$ cat src/box3_pkg.sv
// Shared types and constants for the 3x3 box filter.
// Used by the control, RAM, window cell and top-level modules; depends on nothing.
`default_nettype none

package box3_pkg;

  localparam int PIX_W = 24;
  localparam int WIN_N = 3;

  typedef logic [PIX_W-1:0] pix_t;

  // One column of the 3x3 window: top is two rows up, bot is the newest row.
  typedef struct packed {
    pix_t top;
    pix_t mid;
    pix_t bot;
  } col_t;

  // Per-channel sum of one window column.
  typedef struct packed {
    logic [9:0] r;
    logic [9:0] g;
    logic [9:0] b;
  } csum_t;

  // Per-channel sum of the whole window.
  typedef struct packed {
    logic [11:0] r;
    logic [11:0] g;
    logic [11:0] b;
  } tsum_t;

  // Decisions made for an item when it is accepted.
  typedef struct packed {
    logic emit;
    logic border;
    logic last;
    logic up_en;
    logic lo_en;
  } item_ctl_t;

  localparam int WIDTH_REG_W  = 11;
  localparam int HEIGHT_REG_W = 16;
  localparam int CFG_DATA_W   = 16;
  localparam int CFG_IDX_W    = 1;

  localparam logic [CFG_IDX_W-1:0] REG_IMAGE_WIDTH  = 1'b0;
  localparam logic [CFG_IDX_W-1:0] REG_IMAGE_HEIGHT = 1'b1;

  localparam logic [WIDTH_REG_W-1:0]  WIDTH_RESET  = 11'd640;
  localparam logic [HEIGHT_REG_W-1:0] HEIGHT_RESET = 16'd480;

endpackage

`default_nettype wire

$ cat src/box3_cell.sv
// One column cell of the 3x3 window, taking a column from its right neighbour.
// Depends on box3_pkg for the column and sum types.
`default_nettype none

module box3_cell (
  input  wire logic          clk,
  input  wire logic          rst_n,
  input  wire logic          en,
  input  wire box3_pkg::col_t col_in,
  output box3_pkg::col_t     col_q,
  output box3_pkg::csum_t    sum_q
);
  import box3_pkg::*;

  col_t col_r;

  always_ff @(posedge clk) begin
    if (!rst_n) begin
      col_r <= '0;
    end else if (en) begin
      col_r <= col_in;
    end
  end

  assign col_q   = col_r;
  assign sum_q.r = 10'(col_r.top[23:16]) + 10'(col_r.mid[23:16]) + 10'(col_r.bot[23:16]);
  assign sum_q.g = 10'(col_r.top[15:8])  + 10'(col_r.mid[15:8])  + 10'(col_r.bot[15:8]);
  assign sum_q.b = 10'(col_r.top[7:0])   + 10'(col_r.mid[7:0])   + 10'(col_r.bot[7:0]);

endmodule

`default_nettype wire

$ cat config.mk
export PLATFORM = sky130hd
export DESIGN_NAME = box3_cell
export DESIGN_NICKNAME = d
export VERILOG_FILES = /design/src/box3_pkg.sv /design/src/box3_cell.sv
export SDC_FILE = /design/constraint.sdc
export NUM_CORES = 1
export LEC_CHECK = 0
export BUFFER_PORTS_ARGS = -buffer_cell sky130_fd_sc_hd__buf_2
export CORE_AREA = 2 2 96 98
export CTS_BUF_LIST = sky130_fd_sc_hd__clkbuf_4 sky130_fd_sc_hd__clkbuf_8 sky130_fd_sc_hd__clkbuf_16
export DETAILED_ROUTE_END_ITERATION = 8
export DIE_AREA = 0 0 98 100
export PLACE_DENSITY = 0.79
export RECOVER_POWER = 25
export SETUP_SLACK_MARGIN = 0.1
export SYNTH_ARGS = -nofsm -noshare
export SYNTH_HDL_FRONTEND = slang
export SYNTH_SLANG_ARGS = --single-unit
$ cat constraint.sdc
create_clock -name clk -period 3.9 [get_ports clk]
set_input_delay 0.975 -clock clk [delete_from_list [all_inputs] [get_ports clk]]
set_output_delay 0.975 -clock clk [all_outputs]
set_load 0.05 [all_outputs]
Word-level counts from Yosys, hierarchy flattened
Index checks and enable logic that the tools add are counted.

word-level totals
  register bits after elaboration = 72
  input bits = 75
  output and inout port bits = 102
  word-level logic and storage cells = 9

cells by class
  add/subtract/negate cells = 6

operator list
  kind          count
  $add 9x8->10  3
  $add 8x8->9   3

Longest topological paths before layout
  depth in word-level cells = 2
  depth in mapped cells = 10
  mapped depth without buffers = 10

Worst setup path before layout
OpenSTA, ideal clock, no wires.

  path kind = flip-flop to output port
  start = reg col_r, in the netlist col_q[0]
  end = out sum_q[9] (netlist name)
  arrival time = 3.126 ns
  required time = 2.925 ns
  path slack = -0.201 ns
  stages on the path, launching flop included = 9
  path buffers = 0
  cell sequence = dfxtp_1 inv_1 fa_1 inv_1 ha_1 fa_1 a21oi_1 o21a_1 a221oi_1

RTL lines
  item                    RTL line         text
  start, declared         box3_cell.sv:15  col_t col_r;
  start signal, assigned  box3_cell.sv:21  col_r <= col_in;
  end, declared           box3_cell.sv:11  output box3_pkg::csum_t sum_q

==> metrics.txt <==
final wirelength ~9 mm; worst vdd ir around 0.21 mV; max reg flops 72; I/O pin count ~180; largest net degree at the start of global routing 73; DRC viols 0; Worst-Margin Slew ~2.4 ns; type of the tightest min-delay check reg -> reg; clk buf depth 2; Finished Layout Cells around 690; sequential cell area about 0.0014 mm²; H-tree levels 3; Cell Pwr Density ~440 mW/mm²; setup TNS 0 ns; Die Y ~100 µm; Net Count, Synth 520; Final GP Congestion 0.817; clk sinks 72; Iteration-0 DRC Markers slightly above 70; Req. time, crit path 2.92 ns; period utilisation layout 0.946; core area roughly 0.0089 mm²; Seq/Total Area, Yosys 0.349; Mapped Cells slightly below 400; root buffer cell clkbuf_8; hold depth 2; ant diodes 0; RSZ-0062 raised after global routing true; share of layout cells above drive strength 1 0.353; vias in the first global route 3302; placed instance count about 670; status complete, but fails checks; DP Wirelength approximately 7.1 mm; final hold viol count 0; Critical path origin col_q[17]$_SDFFE_PN0P_; full die area between 0.009 and 0.01 mm²; failing checks max-capacitance violations, max-slew violations; Syn Area/Cell roughly 10 µm²; Static Leak 2.79 nW; Chip Width approximately 98 µm; final antenna-violating net count 0; synth-to-layout area growth 30.1%; min Tclk post-route approximately 3.7 ns; gr usage total 0.184; fillcell total around 800; crit-path max FO 4; via count 3354; Multi-input gate area around 0.0025 mm²; DRT Pass-1 Iters 4; Worst Setup End Kind primary output; Starting Density 0.465; row count 35; max-cap check violation count 1; first-pass GRT wire length between 10 and 15 mm; worst slack, placed around 0.47 ns; Hold Slack 0.542 ns; CTS tree built; Avg WL per Cell 13.4 µm; synth unique cells 26; f_max 271 MHz; Layout Skew 0 ns; TritonCTS buffer count 9; number of setup violations in the final report 0; Cell Area, Synth approximately 0.0041 mm²; vias per std cell about 5; critical path launch point type register; Setup WS post-layout about 0.21 ns; slew margin rel. -0.610; yosys synthesis warning count 0; worst reg2reg startpoint col_q[35]$_SDFFE_PN0P_; critical path class reg -> out; Clk Latency, worst-skew pair between 0.3 and 0.4 ns; final core utilization 0.605; Final nets 693; flops & latches, synth approximately 70; Worst EP arrival approximately 2.7 ns; FF-to-FF path depth 2; grt total ovfl 0; clock slew at reported path FFs around 0.090 ns; IO Port Bufs about 180; hold_sp col_q[0]$_SDFFE_PN0P_; max-slew violations 73; antenna violations before repair 0
## stage by stage
stage | power, mW | cell area, µm²
2_1_floorplan | 1.51 | 4150
3_3_place_gp | 1.69 | 5120
3_5_place_dp | 1.71 | 5120
4_1_cts | 2.37 | 5340
5_1_grt | 2.47 | 5380
6_report | 2.35 | 5380
## area by class of cell
type | count | area share
Multi-Input combinational cell | 275 | 0.470
Sequential cell | 72 | 0.268
Timing Repair Buffer | 178 | 0.171
Clock buffer | 11 | 0.0258
Tap cell | 111 | 0.0258
Inverter | 34 | 0.0237
Clock inverter | 5 | 0.0151
## Yosys cell counts
| master | count | area share |
|---|---|---|
| nor2b_1 | 75 | 0.11 |
| dfxtp_1 | 72 | 0.35 |
| mux2i_1 | 72 | 0.17 |
| inv_1 | 34 | 0.031 |
| fa_1 | 27 | 0.13 |
| ha_1 | 21 | 0.064 |
| a21oi_1 | 19 | 0.023 |
| xnor2_1 | 12 | 0.025 |
| nand2_1 | 9 | 0.0082 |
| buf_2 | 8 | 0.0097 |
| clkbuf_1 | 8 | 0.0073 |
| o211ai_1 | 7 | 0.013 |
| o21ai_0 | 7 | 0.0085 |
| nor2_1 | 4 | 0.0036 |
| nor3_1 | 4 | 0.0048 |
| xor2_1 | 4 | 0.0085 |
| o21a_1 | 3 | 0.0054 |
| a221oi_1 | 2 | 0.0042 |
| nor4_1 | 2 | 0.0030 |
| nand2b_1 | 1 | 0.0015 |
| nand3_1 | 1 | 0.0012 |
| nor2b_4 | 1 | 0.0033 |
| o211a_1 | 1 | 0.0024 |
| o31a_1 | 1 | 0.0021 |
| or3_1 | 1 | 0.0015 |
| or4_1 | 1 | 0.0018 |
## cells in the final DEF, fill, tap and decap left out, types with 2 or more instances in the layout
master       n
fa_1        25
xor2_1       4
o211ai_1     7
nor2b_1     75
inv_1       34
buf_4        4
a21oi_1     16
nor4_1       2
bufinv_16    2
nor3_1       4
a221oi_2     2
a21oi_2      3
xnor2_1     12
fa_2         2
o21a_1       3
clkbuf_4     2
o21ai_0      7
clkbuf_8     9
mux2i_1     72
nand2_1      9
nor2_1       4
ha_1        21
dfxtp_1     71
buf_2      171
## final timing paths
path,end,slack (ns)
max,sum_q[27],0.21
min,col_q[0]$_SDFFE_PN0P_,0.54
max reg2reg,col_q[35]$_SDFFE_PN0P_,3.22
min reg2reg,col_q[0]$_SDFFE_PN0P_,0.54
## what timing repair did
| action | 4_1_cts | 5_1_grt |
|---|---|---|
| resized for setup | 2 | 10 |
| setup endpoints to repair | 2 | 6 |
| buffers inserted | 0 | 1 |
| pin swaps | 0 | 3 |
| hold buffers | 0 | 0 |
## critical path, stage by stage (launching register included)
cell     delay [ns]
dfxtp_2        0.35
fa_1           0.47
ha_1           0.22
inv_1          0.08
fa_2           0.24
nor2b_4        0.05
o31a_1         0.28
or4_1          0.43
nand3_2        0.10
buf_6          0.16
## report_power, final
part	internal, mW	switching (mW)	leakage, nW	total [mW]
Clock	0.375	0.271	0.110	0.646
Sequential	0.780	0.0425	0.595	0.822
Combinational	0.269	0.613	2.08	0.882
## cells by family after synthesis
family,Yosys count,synth area share
simple gates,99,0.143
mux,72,0.174
flops,72,0.349
buf+inv,50,0.0478
fa+ha+maj,48,0.194
compound gates,40,0.0584
xor+xnor,16,0.0339
## routing by layer
| metal | share of wire | track usage | vias up |
|---|---|---|---|
| met1 | 0.44 | 0.231 | 1571 |
| li1 | - | - | 1666 |
| met3 | 0.056 | 0.0369 | 11 |
| met5 | 0 | 0 | - |
| met4 | 0.011 | 0.0534 | 0 |
| met2 | 0.50 | 0.323 | 106 |
No activity file was read; power rests on OpenSTA's default activity.
