**src/box3_pkg.sv**
```systemverilog
// Shared types and constants for the 3x3 box filter.
// Used by the control, RAM, window cell and top-level modules; depends on nothing.
`default_nettype none

package box3_pkg;

  localparam int PIX_W = 24;
  localparam int WIN_N = 3;

  typedef logic [PIX_W-1:0] pix_t;

  // One column of the 3x3 window: top is two rows up, bot is the newest row.
  typedef struct packed {
    pix_t top;
    pix_t mid;
    pix_t bot;
  } col_t;

  // Per-channel sum of one window column.
  typedef struct packed {
    logic [9:0] r;
    logic [9:0] g;
    logic [9:0] b;
  } csum_t;

  // Per-channel sum of the whole window.
  typedef struct packed {
    logic [11:0] r;
    logic [11:0] g;
    logic [11:0] b;
  } tsum_t;

  // Decisions made for an item when it is accepted.
  typedef struct packed {
    logic emit;
    logic border;
    logic last;
    logic up_en;
    logic lo_en;
  } item_ctl_t;

  localparam int WIDTH_REG_W  = 11;
  localparam int HEIGHT_REG_W = 16;
  localparam int CFG_DATA_W   = 16;
  localparam int CFG_IDX_W    = 1;

  localparam logic [CFG_IDX_W-1:0] REG_IMAGE_WIDTH  = 1'b0;
  localparam logic [CFG_IDX_W-1:0] REG_IMAGE_HEIGHT = 1'b1;

  localparam logic [WIDTH_REG_W-1:0]  WIDTH_RESET  = 11'd640;
  localparam logic [HEIGHT_REG_W-1:0] HEIGHT_RESET = 16'd480;

endpackage

`default_nettype wire

```
**src/box3_ctrl.sv**
```systemverilog
// Configuration registers and raster position counters of the box filter.
// Decides per accepted word whether it yields a result and whether that is a border pixel.
// Depends on box3_pkg.
`default_nettype none

module box3_ctrl #(
  parameter int MAX_WIDTH = 1024
) (
  input  wire logic                                 clk,
  input  wire logic                                 rst_n,
  input  wire logic                                 cfg_we,
  input  wire logic [box3_pkg::CFG_IDX_W-1:0]       cfg_idx,
  input  wire logic [box3_pkg::CFG_DATA_W-1:0]      cfg_data,
  input  wire logic                                 acc,
  output logic [$clog2(MAX_WIDTH)-1:0]              rd_col,
  output box3_pkg::item_ctl_t                       ctl
);
  import box3_pkg::*;

  localparam int CW = $clog2(MAX_WIDTH);
  localparam int WW = $clog2(MAX_WIDTH + 1);
  localparam int EW = (WW > WIDTH_REG_W) ? WW : WIDTH_REG_W;
  localparam int HW = HEIGHT_REG_W + 1;

  logic [WIDTH_REG_W-1:0]  width_r;
  logic [HEIGHT_REG_W-1:0] height_r;

  logic [CW-1:0] in_col_r, in_col_nxt, out_col_r, out_col_nxt;
  logic [15:0]   in_row_r, in_row_nxt, out_row_r, out_row_nxt;

  logic [EW-1:0] width_ext, eff_w, in_col_inc, out_col_inc;
  logic [HW-1:0] eff_h, out_row_inc;
  logic          in_wrap, out_col_end, out_row_end;

  always_comb begin
    width_ext = EW'(width_r);
    priority if (width_r == '0) begin
      eff_w = EW'(1);
    end else if (width_ext > EW'(MAX_WIDTH)) begin
      eff_w = EW'(MAX_WIDTH);
    end else begin
      eff_w = width_ext;
    end
  end

  assign eff_h       = (height_r == '0) ? HW'(1) : {1'b0, height_r};
  assign in_col_inc  = EW'(in_col_r) + EW'(1);
  assign out_col_inc = EW'(out_col_r) + EW'(1);
  assign out_row_inc = {1'b0, out_row_r} + HW'(1);
  assign in_wrap     = in_col_inc >= eff_w;
  assign out_col_end = out_col_inc >= eff_w;
  assign out_row_end = out_row_inc >= eff_h;

  // A result is due once a full row plus one pixel has gone in.
  assign ctl.emit   = (in_row_r >= 16'd2) || ((in_row_r == 16'd1) && (in_col_r != '0));
  assign ctl.border = (out_row_r == '0) || out_row_end || (out_col_r == '0) || out_col_end;
  assign ctl.last   = out_row_end && out_col_end;
  assign ctl.up_en  = in_row_r >= 16'd2;
  assign ctl.lo_en  = in_row_r != '0;
  assign rd_col     = in_col_r;

  always_comb begin
    in_col_nxt  = in_wrap ? '0 : in_col_r + CW'(1);
    in_row_nxt  = (in_wrap && (in_row_r != '1)) ? in_row_r + 16'd1 : in_row_r;
    out_col_nxt = out_col_r;
    out_row_nxt = out_row_r;
    if (ctl.emit) begin
      priority if (ctl.last) begin
        in_col_nxt  = '0;
        in_row_nxt  = '0;
        out_col_nxt = '0;
        out_row_nxt = '0;
      end else if (out_col_end) begin
        out_col_nxt = '0;
        out_row_nxt = out_row_r + 16'd1;
      end else begin
        out_col_nxt = out_col_r + CW'(1);
      end
    end
  end

  always_ff @(posedge clk) begin
    if (!rst_n) begin
      in_col_r  <= '0;
      in_row_r  <= '0;
      out_col_r <= '0;
      out_row_r <= '0;
    end else if (acc) begin
      in_col_r  <= in_col_nxt;
      in_row_r  <= in_row_nxt;
      out_col_r <= out_col_nxt;
      out_row_r <= out_row_nxt;
    end
  end

  always_ff @(posedge clk) begin
    if (!rst_n) begin
      width_r  <= WIDTH_RESET;
      height_r <= HEIGHT_RESET;
    end else if (cfg_we) begin
      unique case (cfg_idx)
        REG_IMAGE_WIDTH:  width_r  <= cfg_data[WIDTH_REG_W-1:0];
        REG_IMAGE_HEIGHT: height_r <= cfg_data[HEIGHT_REG_W-1:0];
        default:          width_r  <= width_r;
      endcase
    end
  end

endmodule

`default_nettype wire

```
**config.mk**
```make
export PLATFORM = sky130hd
export DESIGN_NAME = box3_ctrl
export DESIGN_NICKNAME = d
export VERILOG_FILES = /design/src/box3_pkg.sv /design/src/box3_ctrl.sv
export SDC_FILE = /design/constraint.sdc
export NUM_CORES = 1
export LEC_CHECK = 0
export BUFFER_PORTS_ARGS = -buffer_cell sky130_fd_sc_hd__buf_2
export CAP_MARGIN = 5
export CORE_MARGIN = 5
export CORE_UTILIZATION = 55
export DETAILED_ROUTE_END_ITERATION = 16
export GPL_TIMING_DRIVEN = 0
export PLACE_DENSITY = 0.74
export SLEW_MARGIN = 20
export SYNTH_ARGS = -nofsm -noshare
export SYNTH_HDL_FRONTEND = slang
export SYNTH_SLANG_ARGS = --single-unit
```
**constraint.sdc**
```tcl
create_clock -name clk -period 3.9 [get_ports clk]
set_input_delay 0.195 -clock clk [delete_from_list [all_inputs] [get_ports clk]]
set_output_delay 0.195 -clock clk [all_outputs]
set_load 0.05 [all_outputs]
```
-- Word level (Yosys, flattened, before mapping)
Cells that the tools add are included.
- register bits after elaboration: 79
- input port bits: 21
- output and inout port bits: 15
- word-level logic and storage cells: 52
- add/sub/neg operators: 7
- $lt $le $gt $ge: 5
- eq/ne operators: 2
- multiplexer cells: 13
- bitwise logic cells: 1
- reduce and logical (&&, ||, !) cells: 18
- operator list (cell ; number):
    $mux W16 ; 6
    $mux W10 ; 5
    $add A16 B1 Y16 const B ; 2
    $logic_not A16 Y1 ; 2
    $add A10 B1 Y11 const B ; 2
    $ge A11 B11 Y1 ; 2
    $mux W11 ; 2
    $add A10 B1 Y10 const B ; 2
    $add A16 B1 Y17 const B ; 1
    $ge A17 B16 Y1 ; 1
    $eq A16 B1 Y1 const B ; 1
    $ge A16 B2 Y1 const B ; 1
    $ne A16 B16 Y1 const B ; 1
    $reduce_bool A16 Y1 ; 1
    $gt A11 B11 Y1 const B ; 1
    $logic_not A11 Y1 ; 1
    $logic_not A10 Y1 ; 1
    $reduce_bool A10 Y1 ; 1
    $reduce_and A2 Y1 ; 3
    $logic_or A1 B1 Y1 ; 4
    $logic_and A1 B1 Y1 ; 3
    $reduce_and A3 Y1 ; 1
    $reduce_bool A2 Y1 ; 1
    $not A1 Y1 ; 1

-- Longest topological paths before layout
Gate-level depths: netlist of run 1.
- depth in word-level cells: 8
- depth in mapped cells: 16
- gate-level depth less buffers: 14

-- Least setup slack after synthesis of run 1
OpenSTA, ideal clock, no wires.
- path type: register -> register
- start point: register in_col_r[0], in the netlist rd_col[0]
- end point: register in_col_r[2], in the netlist rd_col[2]
- setup time: 0.075 ns
- arrival time: 3.487 ns
- required time: 3.825 ns
- setup slack: 0.338 ns
- cell stages (with the launch flop): 16
- buffers on the path: 1
- cells stage by stage: dfxtp_1 -> ha_1 -> nand3_1 -> inv_1 -> nand3_1 -> nor2_1 -> xor2_1 -> ha_1 -> o21a_1 -> o21a_1 -> o21ai_0 -> inv_1 -> o21ai_1 -> buf_2 -> a41oi_1 -> mux2i_1
- cells in the longest elaborated chain, start to end: 5
- ends and longest elaborated chain (item ; line ; text):
    from (decl) ; box3_ctrl.sv:28 ; logic [CW-1:0] in_col_r, in_col_nxt, out_col_r, out_col_nxt;
    from (signal assigned) ; box3_ctrl.sv:89 ; in_col_r <= in_col_nxt;
    $add A10 B1 Y11 ; box3_ctrl.sv:47 ; assign in_col_inc = EW'(in_col_r) + EW'(1);
    $ge A11 B11 Y1 ; box3_ctrl.sv:50 ; assign in_wrap = in_col_inc >= eff_w;
    $mux W10 ; box3_ctrl.sv:63 ; in_col_nxt = in_wrap ? '0 : in_col_r + CW'(1);
    $mux W10 ; box3_ctrl.sv:68 ; priority if (ctl.last) begin
    $mux W10 * ; box3_ctrl.sv:67 ; if (ctl.emit) begin
Mark *: on every way between the ends. The rest lies on a longest branch, timed or not.
A chain may end at the register's enable or synchronous reset.

==> results.txt, run 1 <==
----------------------------------------------------
[Route]
  Routed vias/inst ... 5.96
  Number of DRC violations after detailed routing ... 0
  Detailed router's first-iteration violation count ... 258
  Remaining antenna violation count ... 0
  Avg WL per Cell ... 16.1 um
  Drt total wl ... 12700 um
  Drt first pass iters ... 5
  Vias post-DR ... 4706

[Timing]
  RSZ-0062 raised after global routing ... no
  Clk_skew ... 0.0170 ns
  Max-slew headroom ... 0.548
  Peak Freq ... roughly 270 MHz
  Final setup fails ... 0
  Post-Route Setup TNS ... 0 ns
  Count of endpoints failing hold in the final timing report ... 0
  Tcrit/Tclk final ... 0.961
  Tmin final ... 3.75 ns
  Max Transition Viols Final ... 0
  Worst-margin pin slew ... ~0.67 ns

[Final layout]
  Antenna fix cells ... 0
  Layout overhead on the synthesized area ... 11.6%
  Number of nets in the final layout ... 742
  Filler Cells Inserted ... 818
  Fraction of final layout cells sized beyond drive strength 1 ... 0.147
  Area of all placed cells without fillers ... 5680 um2

[Synth]
  Number of different library cells in the post-synthesis netlist ... 64
  Synthesized netlist cell count ... 625
  Share of async-settable or async-resettable flops after synthesis ... 0
  Top cell type by total area after synthesis ... sky130_fd_sc_hd__dfxtp_1
  Number of synthesized flops with an enable pin ... 0
  Number of synthesis warnings ... 0
  Fraction of post-synthesis cell area in the top cell type by area ... 0.311
  Post-synthesis instance area ... 5090 um2
  Post-synthesis average cell area ... 8.14 um2
  Post-synth net total ... slightly below 700
  Share of synthesized area occupied by flip-flops and latches ... 0.311
  Register bit count reported by yosys ... 79
  Dominant cells by area after synthesis ... sky130_fd_sc_hd__dfxtp_1 (31%), sky130_fd_sc_hd__ha_1 (12%), sky130_fd_sc_hd__nand2_1 (7.3%)
  Commonest register cell after synthesis ... sky130_fd_sc_hd__dfxtp_1
  Most frequently used cell type in the post-synthesis netlist ... sky130_fd_sc_hd__nand2_1
  Most common library cells after synthesis ... sky130_fd_sc_hd__nand2_1 (99), sky130_fd_sc_hd__dfxtp_1 (79), sky130_fd_sc_hd__a21oi_1 (53), sky130_fd_sc_hd__ha_1 (48), sky130_fd_sc_hd__nor2_1 (39)

[Setup path]
  Critical Path Start Type ... flop
  Data required, critical path ... about 3.7 ns
  Slack of the worst reg-to-reg path ... 0.17 ns
  Worst Setup End Kind ... primary output
  WS Path Type ... reg -> out
  Top fanout value on the critical path ... 7
  Arr. time, crit path ... between 3 and 4 ns

[Floorplan]
  Die X ... 106 um
  Core area ... 9110 um2
  Number of ports placed on the die boundary ... 36
  Height of the chip ... 106 um
  Initial cell density of the core ... 0.559
  Core Rows ... 35
  Die ar. ... 11300 um2

[Global routing]
  Residual overflow from global routing ... 0
  GR Layer Usage met3 ... 0.0401
  Number of global-route vias before repair ... 4693
  Global router's overall resource usage ... 0.232
  Initial antenna violation count ... 0
  First-pass GRT wire length ... 21300 um
  GR Util met1 ... 0.280
  Global Route met2 Usage ... 0.404
  Busiest layer in global routing ... met2
  Pin count of the biggest net entering global routing ... 16

[Clock network]
  Deepest clock path buffer count ... 2
  Clock Sinks ... 79
  TritonCTS clock tree ... done
  Insertion delay of the later-clocked pin in the worst-skew pair ... 0.38 ns
  CTS Buf Count ... 9
  Clock root cell ... sky130_fd_sc_hd__clkbuf_8
  Post-CTS Hold Fix Bufs ... 0
  Clock slew at reported path FFs ... approximately 0.10 ns
  Number of H-tree levels ... 3

[Worst hold path]
  Class of the most critical hold timing path ... in -> reg

[Pwr]
  Power density normalized to cell area ... 280 nW/um2
  Leakage dissipation ... 2.33 nW
  Worst IR drop on VDD ... 0.188 mV

[Flow run]
  Number of violations of the max-capacitance limit ... 0

[Placement]
  Half-perimeter wire length of the detailed placement result ... about 9700 um
  Area of placed instances ... about 5400 um2
  Weighted congestion at the end of routability-driven global placement ... 0.909
  Port Buffers ... 33

[Run status]
  Status ... finished, final reports clean

----------------------------------------------------
-- report_power, final --
part	leakage [nW]	switching (mW)	total (mW)	internal, mW
combinational	1.60	0.104	0.163	0.0583
sequential	0.641	0.0148	0.837	0.822
clock	0.0866	0.354	0.592	0.238
total	2.33	0.473	1.59	1.12
-- worst max-delay path, cell delays in order (launching register included) --
cell	delay, ns
sky130_fd_sc_hd__dfxtp_1	0.42
sky130_fd_sc_hd__ha_4	0.18
sky130_fd_sc_hd__and3_1	0.14
sky130_fd_sc_hd__buf_2	0.15
sky130_fd_sc_hd__and3_1	0.18
sky130_fd_sc_hd__buf_6	0.13
sky130_fd_sc_hd__nand3_1	0.12
sky130_fd_sc_hd__xnor2_2	0.24
sky130_fd_sc_hd__ha_1	0.29
sky130_fd_sc_hd__a21oi_1	0.14
sky130_fd_sc_hd__o21ai_0	0.15
sky130_fd_sc_hd__a221oi_2	0.30
sky130_fd_sc_hd__and4_1	0.21
sky130_fd_sc_hd__clkbuf_4	0.19
sky130_fd_sc_hd__nand4_1	0.14
sky130_fd_sc_hd__buf_6	0.20
-- routing by layer --
metal / vias to the layer above / routed length [um] / part of all wire
met5: - / 0 / 0
met4: 0 / 315 / 0.025
met3: 27 / 475 / 0.037
met2: 111 / 6390 / 0.50
met1: 2227 / 5500 / 0.43
li1: 2341 / - / -
-- flip-flops by register name, indices dropped and copies added, names as in the netlist --
name       cells
height_r      16
in_row_r      16
out_row_r     16
width_ext     11
out_col_r     10
rd_col        10
-- through the flow --
stage,hold slack (ns),setup slack [ns],util,power (mW),instances
2_1_floorplan,0.319,0.338,-,0.962,625
3_3_place_gp,0.434,-0.192,0.592,1.01,769
3_5_place_dp,0.438,-0.170,0.592,1.01,769
4_1_cts,0.0429,0.00138,0.614,1.59,785
5_1_grt,0.0457,0.00622,0.623,1.66,789
6_report,0.0491,0.153,0.623,1.59,789
-- cell type report --
cell class / count / area [um2] / share of cell area
inverters: 37 / 139 / 0.0245
clock inverters: 7 / 55.1 / 0.00969
flip-flops and latches: 79 / 1580 / 0.279
multi-input cells: 482 / 3260 / 0.574
well taps: 111 / 139 / 0.0245
plain buffers: 26 / 154 / 0.0271
clock buffers: 9 / 124 / 0.0218
repair buffers: 38 / 224 / 0.0394
-- kinds of logic after synthesis --
kind of cell             Yosys count  share of synthesized area
multiplexers                       3                    0.00590
buffers and inverters             64                     0.0578
adder cells (fa/ha/maj)           48                      0.118
AO/OA/AOI/OAI                    136                      0.183
XOR/XNOR                          38                     0.0654
flip-flops                        79                      0.311
AND/OR/NAND/NOR                  257                      0.259
-- timing repair --
item / in CTS / in global routing
setup endpoints to repair: 14 / 39
buffers inserted: 0 / 5
endpoints found under the hold margin: 0 / 0
resized for setup: 4 / 14
pin swaps: 0 / 4
-- final timing paths --
check | start | cells after the start | endpoint
setup / recovery | out_row_r[1]$_SDFFE_PN0P_ | 15 | ctl[3]
hold / removal | cfg_data[9] | 3 | width_ext[9]$_SDFFE_PN1P_
setup reg to reg | out_row_r[1]$_SDFFE_PN0P_ | 16 | out_row_r[7]$_SDFFE_PN0P_
hold reg to reg | height_r[0]$_SDFFE_PN0P_ | 2 | height_r[0]$_SDFFE_PN0P_
-- layout by cell type, fill, tap and decap left out, drive strengths merged, types with 4 or more instances in the layout --
cell type,count
xnor2,20
a21o,5
and3,14
o31ai,5
xor2,18
nor2,42
dfxtp,79
a21oi,60
or4,4
clkinv,4
nand2,100
buf,49
or3,5
nor3,8
inv,38
nor4,13
a22oi,8
o21ai,22
ha,48
nand3,31
nand4b,6
clkbuf,24
nand4,19
o211ai,5
a41oi,4
Note: power is estimated with default switching activity, not from simulation.
==> run 2: changes to the inputs <==
--- a/config.mk
+++ b/config.mk
@@ -7,6 +7,7 @@
 export LEC_CHECK = 0
 export BUFFER_PORTS_ARGS = -buffer_cell sky130_fd_sc_hd__buf_2
 export CAP_MARGIN = 5
+export CORE_ASPECT_RATIO = 0.7
 export CORE_MARGIN = 5
 export CORE_UTILIZATION = 55
 export DETAILED_ROUTE_END_ITERATION = 16
==> results.txt, run 2 (synthesis gave the netlist of run 1 again) <==
----------------------------------------------------
[Route]
  Routed vias/inst ... 6.16
  Avg WL per Cell ... ~18 um
  Drt first pass iters ... 6
  Detailed router's first-iteration violation count ... around 470
  Number of DRC violations after detailed routing ... 0
  Remaining antenna violation count ... 0
  Vias post-DR ... 4925
  Drt total wl ... roughly 14000 um

[Setup path]
  Top fanout value on the critical path ... 7
  Data required, critical path ... 3.70 ns
  Largest stage delay, worst path ... 0.39 ns
  Cell-by-cell trace of the critical path ... ha_4 -> and3_1 -> buf_2 -> and3_1 -> buf_6 -> nand3_1 -> xnor2_2 -> ha_1 -> a21oi_1 -> o21ai_0 -> a221oi_2 -> and4_1 -> clkbuf_4 -> nand4_1 -> clkbuf_4
  Worst-path cell with the longest stage delay ... sky130_fd_sc_hd__dfxtp_2
  Arr. time, crit path ... approximately 3.6 ns
  Count of buffer and inverter cells on the critical path ... 4
  Critical Path Start Type ... flop
  Worst Setup End Kind ... primary output
  CP delay by family, top ... simple AND/OR/NAND/NOR gates
  WS Path Type ... reg -> out

[Floorplan]
  Height of the chip ... approximately 90 um
  Core Rows ... 29
  Die X ... 125 um
  Die ar. ... ~11000 um2
  Initial cell density of the core ... 0.563
  Core area ... 9030 um2
  Number of ports placed on the die boundary ... 36

[Pwr]
  Worst IR drop on VDD ... 0.228 mV
  Power density normalized to cell area ... roughly 330 nW/um2
  Leakage dissipation ... around 2.4 nW
  Power Total ... 1.94 mW

[Final layout]
  Filler Cells Inserted ... 770
  Fraction of final layout cells sized beyond drive strength 1 ... 0.145
  Layout overhead on the synthesized area ... 14.4%
  Leading cell type in the layout, fill and taps excluded ... sky130_fd_sc_hd__nand2_1
  Highest-count cells in the layout ignoring fill and taps ... sky130_fd_sc_hd__nand2_1 (99), sky130_fd_sc_hd__dfxtp_1 (77), sky130_fd_sc_hd__a21oi_1 (53), sky130_fd_sc_hd__ha_1 (47), sky130_fd_sc_hd__nor2_1 (38)
  Number of nets in the final layout ... 739
  Fin cells ... 799
  Antenna fix cells ... 0
  Registers with the most flip-flops ... height_r: 16 flops, in_row_r: 16 flops, out_row_r: 16 flops

[Timing]
  Worst-margin pin slew ... 0.665 ns
  Max Transition Viols Final ... 0
  Max-slew headroom ... 0.557
  Count of endpoints failing hold in the final timing report ... 0
  Final setup fails ... 0
  Clk_skew ... 0.00635 ns
  Tcrit/Tclk final ... 0.975
  Tmin final ... approximately 3.8 ns
  Peak Freq ... roughly 260 MHz

[Clock network]
  Clock Sinks ... 79
  Deepest clock path buffer count ... 2
  Clock root cell ... sky130_fd_sc_hd__clkbuf_16
  CTS Buf Count ... 9
  TritonCTS clock tree ... done
  Insertion delay of the later-clocked pin in the worst-skew pair ... approximately 0.35 ns
  Clock slew at reported path FFs ... 0.06 ns
  Number of H-tree levels ... 3
  Post-CTS Hold Fix Bufs ... 0

[Placement]
  Cell count after placement ... 782
  Half-perimeter wire length of the detailed placement result ... 10600 um
  Port Buffers ... 33
  Weighted congestion at the end of routability-driven global placement ... 0.908

[Flow run]
  Number of violations of the max-capacitance limit ... 0

[Global routing]
  Pin count of the biggest net entering global routing ... 15
  Residual overflow from global routing ... 0
  Initial antenna violation count ... 0
  Global router's overall resource usage ... 0.249
  Number of global-route vias before repair ... around 4.6k
  First-pass GRT wire length ... 23200 um

[Worst hold path]
  Class of the most critical hold timing path ... in -> reg

[Run status]
  Status ... finished, final reports clean

----------------------------------------------------
[run 2: cell types whose count changed in the layout (fill, tap and decap cells not counted), moves of 2 or more]
| cell | delta |
|---|---|
| sky130_fd_sc_hd__clkbuf_8 | -9 |
| sky130_fd_sc_hd__clkbuf_16 | +9 |
| sky130_fd_sc_hd__clkinvlp_4 | -2 |
| sky130_fd_sc_hd__bufinv_16 | +2 |
| sky130_fd_sc_hd__o21ai_4 | +2 |
| sky130_fd_sc_hd__o21ai_2 | -2 |
[run 2: routing by layer]
| layer | global-route usage | share of wire | up-vias | routed length [um] |
|---|---|---|---|---|
| li1 | - | - | 2336 | - |
| met4 | 0.0785 | 0.013 | 0 | 182 |
| met1 | 0.357 | 0.48 | 2372 | 6750 |
| met5 | 0 | 0 | - | 0 |
| met3 | 0.0650 | 0.080 | 21 | 1130 |
| met2 | 0.364 | 0.43 | 196 | 6060 |
[run 2: where the power goes]
part	leakage, nW	internal, mW	switching, mW	total [mW]
Sequential	0.641	0.823	0.0153	0.838
Combinational	1.59	0.0579	0.115	0.172
Clock	0.157	0.565	0.360	0.925
Total	2.39	1.45	0.490	1.94
[run 2: area by class of cell]
cell class	instances	area, um2	share of cell area
multi-input cells	482	3280	0.564
repair buffers	35	183	0.0314
clock buffers	10	229	0.0393
well taps	124	155	0.0267
flip-flops and latches	79	1580	0.272
inverters	37	139	0.0239
clock inverters	6	91.3	0.0157
plain buffers	26	156	0.0269
[run 2: worst reg2reg max path, delay by kind of cell (launching register included)]
kind | cells | cell delay (ns)
AOI/OAI and AO/OA | 5 | 1.45
xor gates and xnor gates | 1 | 0.25
adders and majority gates | 2 | 0.46
buffers and inverters | 2 | 0.28
DFF | 1 | 0.39
and+or+nand+nor | 5 | 0.85
[run 2: path summary, 6_finish.rpt]
kind                            cells after the start                       from                         to  slack [ns]
worst min register to register                      2   height_r[0]$_SDFFE_PN0P_   height_r[0]$_SDFFE_PN0P_        0.47
worst max register to register                     15  out_row_r[0]$_SDFFE_PN0P_     rd_col[6]$_SDFFE_PN0P_        0.13
worst min-delay path                                3                cfg_data[9]  width_ext[9]$_SDFFE_PN1P_        0.08
worst max-delay path                               15  out_row_r[0]$_SDFFE_PN0P_                     ctl[3]         0.1
[run 2: metrics by stage]
| stage | setup TNS (ns) | instance area, um2 | setup slack (ns) | utilization | hold WS, ns |
|---|---|---|---|---|---|
| floorplan | 0 | 5090 | 0.338 | - | 0.319 |
| global placement | -1.19 | 5410 | -0.185 | 0.599 | 0.439 |
| detailed placement | -3.94 | 5410 | -0.418 | 0.599 | 0.439 |
| CTS | 0 | 5750 | 0.0191 | 0.637 | 0.0739 |
| global route | -0.00114 | 5820 | -0.00114 | 0.644 | 0.0978 |
| finish | 0 | 5820 | 0.0975 | 0.644 | 0.0815 |
[run 2: timing repair]
item                                    CTS  global route
endpoints found under the setup margin   27            31
pin swaps                                 1             3
setup buffers                             0             2
cloned                                    0             0
gates resized for setup                   6            15
